==> src/hw/rtl/pid_controller_filtered_derivative_top_defines.svh <==
// ---------------------------------------------------------------------------
// PID controller assertion macros
// Concurrent check wrappers, compiled out for synthesis.
// ---------------------------------------------------------------------------
`ifndef PID_CONTROLLER_FILTERED_DERIVATIVE_TOP_DEFINES_SVH
`define PID_CONTROLLER_FILTERED_DERIVATIVE_TOP_DEFINES_SVH
`ifndef SYNTHESIS
`define PID_ASSERT_IMP(lbl, clk, rstn, ante, cons) \
  lbl: assert property (@(posedge clk) disable iff (!rstn) (ante) |-> (cons)) \
    else $error("pid check failed");
`define PID_ASSERT_NXT(lbl, clk, rstn, ante, cons) \
  lbl: assert property (@(posedge clk) disable iff (!rstn) (ante) |=> (cons)) \
    else $error("pid check failed");
`else
`define PID_ASSERT_IMP(lbl, clk, rstn, ante, cons)
`define PID_ASSERT_NXT(lbl, clk, rstn, ante, cons)
`endif
`endif

==> src/hw/rtl/pidfd_pkg.sv <==
// ---------------------------------------------------------------------------
// PID controller package
// Shared types and constants of the filtered-derivative PID block.
// ---------------------------------------------------------------------------
package pidfd_pkg;

  localparam int unsigned DtDefault = 655;
  localparam int unsigned AlphaOne  = 65536;

  typedef enum logic [2:0] {
    REG_GAIN_P  = 3'd0,
    REG_GAIN_I  = 3'd1,
    REG_GAIN_D  = 3'd2,
    REG_SETPT   = 3'd3,
    REG_INT_UP  = 3'd4,
    REG_INT_LO  = 3'd5,
    REG_ALPHA   = 3'd6
  } reg_idx_t;

  typedef enum logic [3:0] {
    ST_IDLE,
    ST_ERR,
    ST_INC,
    ST_INT,
    ST_DIVST,
    ST_DIV,
    ST_RAW,
    ST_FA,
    ST_FB,
    ST_FSUM,
    ST_P,
    ST_I,
    ST_D,
    ST_SUM,
    ST_OUT
  } state_t;

  // multiply request to the serial multiplier
  typedef struct packed {
    logic               start;
    logic signed [63:0] a;
    logic        [24:0] b;
  } mul_req_t;

  typedef struct packed {
    logic               busy;
    logic               done;
    logic signed [63:0] prod;
  } mul_rsp_t;

endpackage

==> src/hw/rtl/pidfd_mul.sv <==
// ---------------------------------------------------------------------------
// PID serial multiplier
// Signed by unsigned shift-add multiplier, one multiplier bit per cycle.
// ---------------------------------------------------------------------------
module pidfd_mul (
  input  logic                clk,
  input  logic                rst_n,
  input  pidfd_pkg::mul_req_t req,
  output pidfd_pkg::mul_rsp_t rsp
);
  import pidfd_pkg::*;

  localparam int unsigned BW = 25;

  logic signed [63:0] acc_r, acc_nxt;
  logic signed [63:0] mcand_r, mcand_nxt;
  logic        [BW-1:0] mplier_r, mplier_nxt;
  logic        [4:0]  cnt_r, cnt_nxt;
  logic               busy_r, busy_nxt;
  logic               done_r, done_nxt;

  always_comb begin
    acc_nxt    = acc_r;
    mcand_nxt  = mcand_r;
    mplier_nxt = mplier_r;
    cnt_nxt    = cnt_r;
    busy_nxt   = busy_r;
    done_nxt   = 1'b0;
    if (req.start) begin
      acc_nxt    = '0;
      mcand_nxt  = req.a;
      mplier_nxt = req.b;
      cnt_nxt    = 5'(BW);
      busy_nxt   = 1'b1;
    end else if (busy_r) begin
      // add when the low bit is set, then shift one digit
      if (mplier_r[0]) begin
        acc_nxt = acc_r + mcand_r;
      end
      mcand_nxt  = mcand_r <<< 1;
      mplier_nxt = mplier_r >> 1;
      cnt_nxt    = cnt_r - 5'd1;
      if (cnt_r == 5'd1) begin
        busy_nxt = 1'b0;
        done_nxt = 1'b1;
      end
    end
  end

  always_ff @(posedge clk) begin
    if (!rst_n) begin
      busy_r <= 1'b0;
      done_r <= 1'b0;
      cnt_r  <= '0;
    end else begin
      busy_r <= busy_nxt;
      done_r <= done_nxt;
      cnt_r  <= cnt_nxt;
    end
    acc_r    <= acc_nxt;
    mcand_r  <= mcand_nxt;
    mplier_r <= mplier_nxt;
  end

  assign rsp.busy = busy_r;
  assign rsp.done = done_r;
  assign rsp.prod = acc_r;

endmodule

==> src/hw/rtl/pidfd_div.sv <==
// ---------------------------------------------------------------------------
// PID serial divider
// Restoring divider, one quotient bit per cycle, truncation toward zero.
// ---------------------------------------------------------------------------
module pidfd_div (
  input  logic               clk,
  input  logic               rst_n,
  input  logic               start,
  input  logic signed [49:0] dividend,
  input  logic        [15:0] divisor,
  output logic               done,
  output logic signed [49:0] quotient
);
  import pidfd_pkg::*;

  localparam int unsigned NW = 50;

  logic [NW-1:0] q_r, q_nxt;
  logic [16:0]   rem_r, rem_nxt;
  logic [15:0]   dvs_r, dvs_nxt;
  logic          neg_r, neg_nxt;
  logic [5:0]    cnt_r, cnt_nxt;
  logic          busy_r, busy_nxt;
  logic          done_r, done_nxt;
  logic [17:0]   trial;

  always_comb begin
    q_nxt    = q_r;
    rem_nxt  = rem_r;
    dvs_nxt  = dvs_r;
    neg_nxt  = neg_r;
    cnt_nxt  = cnt_r;
    busy_nxt = busy_r;
    done_nxt = 1'b0;
    trial    = {rem_r, q_r[NW-1]} - {2'b00, dvs_r};
    if (start) begin
      neg_nxt  = dividend[NW-1];
      q_nxt    = dividend[NW-1] ? NW'(-dividend) : NW'(dividend);
      rem_nxt  = '0;
      dvs_nxt  = divisor;
      cnt_nxt  = 6'(NW);
      busy_nxt = 1'b1;
    end else if (busy_r) begin
      // shift in one dividend bit, subtract when it fits
      if (!trial[17]) begin
        rem_nxt = trial[16:0];
        q_nxt   = {q_r[NW-2:0], 1'b1};
      end else begin
        rem_nxt = {rem_r[15:0], q_r[NW-1]};
        q_nxt   = {q_r[NW-2:0], 1'b0};
      end
      cnt_nxt = cnt_r - 6'd1;
      if (cnt_r == 6'd1) begin
        busy_nxt = 1'b0;
        done_nxt = 1'b1;
      end
    end
  end

  always_ff @(posedge clk) begin
    if (!rst_n) begin
      busy_r <= 1'b0;
      done_r <= 1'b0;
      cnt_r  <= '0;
    end else begin
      busy_r <= busy_nxt;
      done_r <= done_nxt;
      cnt_r  <= cnt_nxt;
    end
    q_r   <= q_nxt;
    rem_r <= rem_nxt;
    dvs_r <= dvs_nxt;
    neg_r <= neg_nxt;
  end

  assign done     = done_r;
  assign quotient = neg_r ? -$signed(q_r) : $signed(q_r);

endmodule

==> src/hw/rtl/pid_controller_filtered_derivative_top.sv <==
// ---------------------------------------------------------------------------
// PID controller with filtered derivative
// Trapezoidal integral, low-pass filtered slope, saturated Q16.16 drive.
// ---------------------------------------------------------------------------
//  channel | direction | tdata (low bit up)         | tuser
//  in_     | slave     | measured[31:0], dt[47:32]  | -
//  out_    | master    | drive[31:0]                | drive_saturated
//  cfg_    | write     | index 3 bit, data 32 bit   | -
//
// The time per word is set by a 50-bit bit-serial divider (slope) and six
// passes through a shared 25-bit serial multiplier.
// The block holds one word at a time; in_tready is low until the result
// is loaded into the output register. A stalled result holds in out_tdata
// while the next word is already accepted and worked on.
// Reset clears control state, the integrator, slope and error history.
// ---------------------------------------------------------------------------
`include "pid_controller_filtered_derivative_top_defines.svh"

module pid_controller_filtered_derivative_top (
  input  logic        clk,
  input  logic        rst_n,
  input  logic        in_tvalid,
  output logic        in_tready,
  input  logic [47:0] in_tdata,   // measured[31:0], step_time[47:32]
  output logic        out_tvalid,
  input  logic        out_tready,
  output logic [31:0] out_tdata,  // drive[31:0]
  output logic        out_tuser,  // drive_saturated
  input  logic        cfg_we,
  input  logic [2:0]  cfg_index,
  input  logic [31:0] cfg_data
);
  import pidfd_pkg::*;

  // configuration
  logic [23:0]        gain_p_r, gain_i_r, gain_d_r;
  logic signed [31:0] setpt_r, int_up_r, int_lo_r;
  logic [16:0]        alpha_r;

  // controller state
  logic signed [31:0] integ_r, integ_nxt;
  logic signed [32:0] last_err_r, last_err_nxt;
  logic signed [39:0] slope_r, slope_nxt;

  // per-word work registers
  state_t             st_r, st_nxt;
  logic signed [31:0] meas_r;
  logic [15:0]        dt_r;
  logic signed [32:0] err_r, err_nxt;
  logic signed [63:0] tmp_r, tmp_nxt;
  logic signed [39:0] raw_r, raw_nxt;
  logic signed [49:0] acc_r, acc_nxt;
  logic               out_pend_r, out_pend_nxt;
  logic               out_vld_r;
  logic [31:0]        out_data_r;
  logic               out_sat_r;

  mul_req_t           mreq;
  mul_rsp_t           mrsp;
  logic               dstart;
  logic signed [49:0] ddvd;
  logic               ddone;
  logic signed [49:0] dquo;
  logic [16:0]        alpha_eff;
  logic signed [33:0] integ_sum;
  logic signed [33:0] err_dif;

  pidfd_mul u_mul (.clk(clk), .rst_n(rst_n), .req(mreq), .rsp(mrsp));

  pidfd_div u_div (
    .clk(clk), .rst_n(rst_n), .start(dstart), .dividend(ddvd),
    .divisor(dt_r), .done(ddone), .quotient(dquo)
  );

  assign in_tready  = (st_r == ST_IDLE) && !out_pend_r;
  assign alpha_eff  = alpha_r[16] ? 17'(AlphaOne) : alpha_r;
  assign err_dif    = 34'(err_r) - 34'(last_err_r);
  assign ddvd       = {err_dif, 16'b0};
  // floor of the trapezoid product by 2^17 fits 34 signed bits
  assign integ_sum  = 34'(integ_r) + $signed(tmp_r[50:17]);

  // next state
  always_comb begin
    st_nxt = st_r;
    case (st_r)
      ST_IDLE:  if (in_tvalid && in_tready) st_nxt = ST_ERR;
      ST_ERR:   st_nxt = ST_INC;
      ST_INC:   if (mrsp.done) st_nxt = ST_INT;
      ST_INT:   st_nxt = ST_DIVST;
      ST_DIVST: st_nxt = ST_DIV;
      ST_DIV:   if (ddone) st_nxt = ST_RAW;
      ST_RAW:   st_nxt = ST_FA;
      ST_FA:    if (mrsp.done) st_nxt = ST_FB;
      ST_FB:    if (mrsp.done) st_nxt = ST_FSUM;
      ST_FSUM:  st_nxt = ST_P;
      ST_P:     if (mrsp.done) st_nxt = ST_I;
      ST_I:     if (mrsp.done) st_nxt = ST_D;
      ST_D:     if (mrsp.done) st_nxt = ST_SUM;
      ST_SUM:   st_nxt = ST_OUT;
      ST_OUT:   st_nxt = ST_IDLE;
      default:  st_nxt = ST_IDLE;
    endcase
  end

  // datapath and multiplier control
  always_comb begin
    err_nxt      = err_r;
    tmp_nxt      = tmp_r;
    raw_nxt      = raw_r;
    acc_nxt      = acc_r;
    integ_nxt    = integ_r;
    last_err_nxt = last_err_r;
    slope_nxt    = slope_r;
    out_pend_nxt = out_pend_r;
    mreq.start   = 1'b0;
    mreq.a       = '0;
    mreq.b       = '0;
    dstart       = 1'b0;
    case (st_r)
      ST_ERR: begin
        err_nxt    = 33'(setpt_r) - 33'(meas_r);
        mreq.start = 1'b1;
        mreq.a     = 64'(34'(33'(setpt_r) - 33'(meas_r)) + 34'(last_err_r));
        mreq.b     = 25'(dt_r);
      end
      ST_INC: if (mrsp.done) tmp_nxt = mrsp.prod;
      ST_INT: begin
        // clamp, upper test first
        if (integ_sum > 34'(int_up_r)) begin
          integ_nxt = int_up_r;
        end else if (integ_sum < 34'(int_lo_r)) begin
          integ_nxt = int_lo_r;
        end else begin
          integ_nxt = integ_sum[31:0];
        end
      end
      ST_DIVST: dstart = 1'b1;
      ST_RAW: begin
        if (dquo > 50'sh7F_FFFF_FFFF) begin
          raw_nxt = 40'sh7F_FFFF_FFFF;
        end else if (dquo < -50'sh80_0000_0000) begin
          raw_nxt = 40'sh80_0000_0000;
        end else begin
          raw_nxt = dquo[39:0];
        end
        mreq.start = 1'b1;
        mreq.a     = 64'(raw_nxt);
        mreq.b     = 25'(alpha_eff);
        last_err_nxt = err_r;
      end
      ST_FA: if (mrsp.done) begin
        acc_nxt    = '0;
        tmp_nxt    = mrsp.prod;
        mreq.start = 1'b1;
        mreq.a     = 64'(slope_r);
        mreq.b     = 25'(17'(AlphaOne) - alpha_eff);
      end
      ST_FB: if (mrsp.done) tmp_nxt = tmp_r + mrsp.prod;
      ST_FSUM: begin
        slope_nxt  = tmp_r[55:16];
        mreq.start = 1'b1;
        mreq.a     = 64'(err_r);
        mreq.b     = 25'(gain_p_r);
      end
      ST_P: if (mrsp.done) begin
        acc_nxt    = 50'($signed(mrsp.prod[63:16]));
        mreq.start = 1'b1;
        mreq.a     = 64'(integ_r);
        mreq.b     = 25'(gain_i_r);
      end
      ST_I: if (mrsp.done) begin
        acc_nxt    = acc_r + 50'($signed(mrsp.prod[63:16]));
        mreq.start = 1'b1;
        mreq.a     = 64'(slope_r);
        mreq.b     = 25'(gain_d_r);
      end
      ST_D: if (mrsp.done) acc_nxt = acc_r + 50'($signed(mrsp.prod[63:16]));
      ST_OUT: out_pend_nxt = 1'b1;
      default: ;
    endcase
    // drain the pending result into the output register
    if (out_pend_r && (!out_vld_r || out_tready)) out_pend_nxt = 1'b0;
  end

  always_ff @(posedge clk) begin
    if (!rst_n) begin
      st_r       <= ST_IDLE;
      out_pend_r <= 1'b0;
      out_vld_r  <= 1'b0;
      integ_r    <= '0;
      last_err_r <= '0;
      slope_r    <= '0;
      gain_p_r   <= '0;
      gain_i_r   <= '0;
      gain_d_r   <= '0;
      setpt_r    <= '0;
      int_up_r   <= 32'sd6553600;
      int_lo_r   <= -32'sd6553600;
      alpha_r    <= 17'd32768;
    end else begin
      st_r       <= st_nxt;
      out_pend_r <= out_pend_nxt;
      integ_r    <= integ_nxt;
      last_err_r <= last_err_nxt;
      slope_r    <= slope_nxt;
      if (out_pend_r && (!out_vld_r || out_tready)) begin
        out_vld_r <= 1'b1;
      end else if (out_tready) begin
        out_vld_r <= 1'b0;
      end
      if (cfg_we) begin
        case (cfg_index)
          REG_GAIN_P: gain_p_r <= cfg_data[23:0];
          REG_GAIN_I: gain_i_r <= cfg_data[23:0];
          REG_GAIN_D: gain_d_r <= cfg_data[23:0];
          REG_SETPT:  setpt_r  <= cfg_data;
          REG_INT_UP: int_up_r <= cfg_data;
          REG_INT_LO: int_lo_r <= cfg_data;
          REG_ALPHA:  alpha_r  <= cfg_data[16:0];
          default: ;
        endcase
      end
    end
    if (in_tvalid && in_tready) begin
      meas_r <= in_tdata[31:0];
      dt_r   <= (in_tdata[47:32] == 16'd0) ? 16'(DtDefault) : in_tdata[47:32];
    end
    err_r <= err_nxt;
    tmp_r <= tmp_nxt;
    raw_r <= raw_nxt;
    acc_r <= acc_nxt;
    if (st_r == ST_SUM) begin
      // saturate the drive to 32 bits
      if (acc_r > 50'sh7FFF_FFFF) begin
        out_data_r <= 32'h7FFF_FFFF;
        out_sat_r  <= 1'b1;
      end else if (acc_r < -50'sh8000_0000) begin
        out_data_r <= 32'h8000_0000;
        out_sat_r  <= 1'b1;
      end else begin
        out_data_r <= acc_r[31:0];
        out_sat_r  <= 1'b0;
      end
    end
  end

  logic [31:0] odata_r;
  logic        osat_r;
  always_ff @(posedge clk) begin
    if (out_pend_r && (!out_vld_r || out_tready)) begin
      odata_r <= out_data_r;
      osat_r  <= out_sat_r;
    end
  end

  assign out_tvalid = out_vld_r;
  assign out_tdata  = odata_r;
  assign out_tuser  = osat_r;

  `PID_ASSERT_IMP(a_ready_idle, clk, rst_n, in_tready, st_r == ST_IDLE)
  `PID_ASSERT_NXT(a_accept_runs, clk, rst_n, in_tvalid && in_tready, st_r == ST_ERR)
  `PID_ASSERT_IMP(a_sat_bound, clk, rst_n, out_tvalid && out_tuser,
    out_tdata == 32'h7FFF_FFFF || out_tdata == 32'h8000_0000)

endmodule

==> config.mk <==
export PLATFORM = sky130hd
export DESIGN_NAME = pid_controller_filtered_derivative_top
export DESIGN_NICKNAME = d
export VERILOG_FILES = /design/src/hw/rtl/pidfd_pkg.sv /design/src/hw/rtl/pidfd_mul.sv /design/src/hw/rtl/pidfd_div.sv /design/src/hw/rtl/pid_controller_filtered_derivative_top.sv
export VERILOG_INCLUDE_DIRS = /design/src /design/src/hw/rtl
export SDC_FILE = /design/constraint.sdc
export NUM_CORES = 2
export LEC_CHECK = 0
export BUFFER_PORTS_ARGS = -buffer_cell sky130_fd_sc_hd__buf_2
export CAP_MARGIN = 10
export CORE_UTILIZATION = 55
export DETAILED_ROUTE_END_ITERATION = 7
export PLACE_DENSITY = 0.71
export SLEW_MARGIN = 0
export SYNTH_ARGS = -nofsm -noshare
export SYNTH_HDL_FRONTEND = slang
export SYNTH_SLANG_ARGS = --single-unit
==> constraint.sdc <==
create_clock -name clk -period 6.57 [get_ports clk]
set_input_delay 0.657 -clock clk [delete_from_list [all_inputs] [get_ports clk]]
set_output_delay 0.657 -clock clk [all_outputs]
set_load 0.05 [all_outputs]
==> impl_metrics.py <==
metrics = {
    "logic_synthesis": {
        "synth_edf_count": 409,
        "ys_seq_area_frac": 0.379,
        "syn_area_mm2": 0.0532,
        "ys_ff_latch": 801,
        "ys_types": 99,
        "syn_area_per_cell_um2": 8.53,
        "synthCells": 6232,
        "yosys-top-cells-area": "edfxtp_1, dfxtp_1, ha_1",
        "yosysTopAreaCell": "edfxtp_1",
        "yosysWarnings": 0,
        "synth_fp_nets": 6749,
        "yosysTopAreaCellShare": 0.231,
        "ys.flop_type": "edfxtp_1",
        "async_flop_share": 0,
    },
    "cts": {
        "post-cts-setup-buffer-count": 0,
        "root_buffer": "clkbuf_16",
        "max-clock-path-buffers": 3,
        "clkTransAtPathRegs_ns": 0.06,
        "cts_tree": "yes",
        "htreeDepth": 3,
        "clk_latency_ns": 0.68,
        "cts.sinks": 801,
        "cts_made_buffers": 88,
    },
    "timing": {
        "slew-limit-headroom": 0.274,
        "worst_pin_slew_ns": 1.09,
        "rsz0062_at_grt": "no",
        "finalClockSkew_ns": 0.0324,
        "period_share": 0.937,
        "slew_violations": 0,
        "tns_ns": 0,
        "fmaxAchievable_mhz": 162,
        "final-setup-viol-count": 0,
        "fin_ws_ns": 0.415,
        "period_minus_slack_ns": 6.16,
        "hold_violations": 0,
    },
    "route": {
        "wl_per_cell_um": 21.6,
        "wl_met1_um": 72100,
        "wl_um": 163000,
        "top_layer": "met5",
        "vias": 46600,
        "viasPerCell": 6.17,
        "wl_met3_um": 12700,
        "wl_met2_um": 71100,
        "drtIter0Drc": 4818,
        "first_pass_iters": 6,
        "antenna_left": 0,
        "drc": 0,
    },
    "placement": {
        "hpwl_um": 123000,
        "dp_cells": 7383,
        "dp_slack_ns": 0.436,
        "gp_congestion": 1.00,
        "portBuffers": 122,
    },
    "global_routing": {
        "antenna_found_initial": 6,
        "track_usage": 0.325,
        "grt_pass1_wl_um": 248000,
        "grt_pass1_vias": 42500,
        "grt-ovfl-total": 0,
        "grt_max_degree": 98,
    },
    "die": {
        "fp.dieH_um": 313,
        "coreArea_mm2": 0.0954,
        "die_area_mm2": 0.0979,
        "die_x_um": 313,
        "initial_core_util": 0.557,
        "rows": 113,
        "io_pins": 123,
    },
    "layout": {
        "synthToLayoutAreaGrowth_pct": 8.79,
        "fillers": 8407,
        "n_antenna_cell": 0,
        "final_cell_mix": "nand2_1, a21oi_1, nor2_1, edfxtp_1, dfxtp_1",
        "final_util": 0.606,
        "multiInputGateArea_mm2": 0.0307,
        "finalNonFillerCells": 7546,
        "drive_gt1_frac": 0.0669,
        "fin_nets": 6725,
        "final_common_cell": "nand2_1",
        "regArea_mm2": 0.0201,
    },
    "min_path": {
        "hold_path.class": "in -> reg",
    },
    "setup_path": {
        "r2r_slack_ns": 0.41,
        "critPathCaptureType": "flop",
        "reg2reg_to": "integ_r[24]$_SDFFE_PN0P_",
        "cp-endpoint": "integ_r[24]$_SDFFE_PN0P_",
        "crit_path_max_fanout": 18,
        "setup.worst_path.start_class": "flop",
        "critPathArrivalTime_ns": 6.75,
        "setup.worst_path.start": "tmp_r[17]$_DFFE_PP_",
        "r2r-start": "tmp_r[17]$_DFFE_PP_",
        "ff2ff_path_depth": 23,
        "critPathKind": "reg -> reg",
        "crit_required_ns": 7.16,
    },
    "run_status": {
        "status": "finished, final reports clean",
    },
    "pwr": {
        "power_density_mw_per_mm2": 380,
        "irDropWorstVdd_mv": 0.251,
        "leakage_nw": 23.1,
        "power_w": 0.0220,
    },
    "flow_run": {
        "maxCapViolations": 0,
    },
}
state kept, by name, indices dropped and copies added, names as in the netlist, 16 cells and up:
signal          cells
u_mul.acc_r        64
out_tdata          32
u_mul.mcand_r      64
dt_r               16
u_div.dvs_r        16
setpt_r            32
out_data_r         32
err_r              33
int_up_r           32
gain_i_r           24
u_mul.mplier_r     25
gain_d_r           24
last_err_r         33
alpha_r            17
acc_r              50
integ_r            32
tmp_r              56
meas_r             32
int_lo_r           32
gain_p_r           24
slope_r            40
u_div.q_r          50
u_div.rem_r        17
cells in the mapped netlist (all sizes together), types with 11 or more instances:
| cell | count |
|---|---|
| clkbuf | 267 |
| a41oi | 16 |
| o21ai | 371 |
| o21bai | 42 |
| a21o | 212 |
| o31ai | 48 |
| edfxtp | 409 |
| nand3b | 18 |
| nand4 | 61 |
| nor2b | 49 |
| a2111oi | 11 |
| nand3 | 114 |
| or4 | 15 |
| and3 | 37 |
| ha | 389 |
| a211oi | 51 |
| o22ai | 11 |
| a21oi | 672 |
| a211o | 16 |
| and2 | 43 |
| nand2b | 67 |
| nor4 | 29 |
| nand2 | 1000 |
| buf | 37 |
| inv | 344 |
| a31oi | 76 |
| o21a | 81 |
| nor3 | 75 |
| a222oi | 28 |
| or3 | 50 |
| a22o | 74 |
| nor2 | 419 |
| a221oi | 32 |
| a22oi | 11 |
| mux2i | 39 |
| dfxtp | 392 |
| nor4b | 11 |
| or2 | 18 |
| xnor2 | 190 |
| and4 | 11 |
| o41ai | 18 |
| fa | 40 |
| xor2 | 144 |
| o31a | 11 |
| o211ai | 37 |
critical path, cell delays in order (launching register included):
cell       delay (ns)
edfxtp_1         0.44
ha_1             0.24
fa_1             0.43
a211o_1          0.31
a21oi_1          0.18
a211oi_1         0.11
o21ai_0          0.31
o21ai_0          0.28
a311oi_1         0.32
buf_4            0.17
o311ai_0         0.13
a31oi_1          0.31
o21bai_1         0.11
a21o_1           0.19
xor2_1           0.22
ha_1             0.29
a2111oi_0        0.42
o21ai_0          0.19
or3_1            0.39
o211ai_1         0.14
buf_4            0.27
nand2_1          0.12
or2_2            0.31
a31oi_1          0.16
where the power goes:
group / switching [W] / internal (W)
Sequential: 0.000951 / 0.00653
Clock: 0.00211 / 0.00298
Combinational: 0.00581 / 0.00358
Total: 0.00887 / 0.0131
logic make-up (layout without fill, tap and decap cells):
family / Yosys count / after routing / synth area share
AO/OA/AOI/OAI: 1923 / 1923 / 0.231
XOR/XNOR: 334 / 334 / 0.0550
adder cells (fa/ha/maj): 429 / 429 / 0.107
buffers and inverters: 650 / 699 / 0.0461
flip-flops: 801 / 801 / 0.379
multiplexers: 49 / 49 / 0.00953
other: 1 / 1 / 0.0000705
AND/OR/NAND/NOR: 2045 / 2045 / 0.173
per-layer routing:
| layer | GRT usage | vias up |
|---|---|---|
| met5 | 0 | - |
| met4 | 0.137 | 2 |
| met3 | 0.0428 | 294 |
| met2 | 0.497 | 1814 |
| met1 | 0.462 | 22000 |
| li1 | - | 22400 |
worst min path at each step:
stage                                    to  cells after the start                          from
finish                 meas_r[30]$_DFFE_PP_                      1                  in_tdata[30]
global route           meas_r[30]$_DFFE_PP_                      1                  in_tdata[30]
CTS                    meas_r[30]$_DFFE_PP_                      1                  in_tdata[30]
detailed placement  out_tdata[18]$_DFFE_PP_                      0  out_data_r[18]$_SDFFCE_PN1P_
global placement    out_tdata[14]$_DFFE_PP_                      0  out_data_r[14]$_SDFFCE_PN1P_
floorplan            out_tdata[0]$_DFFE_PP_                      0   out_data_r[0]$_SDFFCE_PN1P_
area by class of cell:
type,instances,area share
Timing Repair Buffer,190,0.0198
Multi-Input combinational cell,4781,0.531
Inverter,346,0.0226
Clock inverter,35,0.00653
Clock buffer,128,0.0442
Sequential cell,801,0.348
Tap cell,1265,0.0274
stage by stage:
stage	instance area [um^2]	hold slack (ns)
6_report	57800	0.160
5_1_grt	57800	0.141
4_1_cts	57800	0.130
3_5_place_dp	54900	0.405
3_3_place_gp	54900	0.402
2_1_floorplan	53200	0.400
repair_timing:
item | CTS | global route
hold buffers | 0 | 0
endpoints found under the setup margin | 0 | 7
resized for setup | 0 | 1
Note: power is estimated with default switching activity, not from simulation.
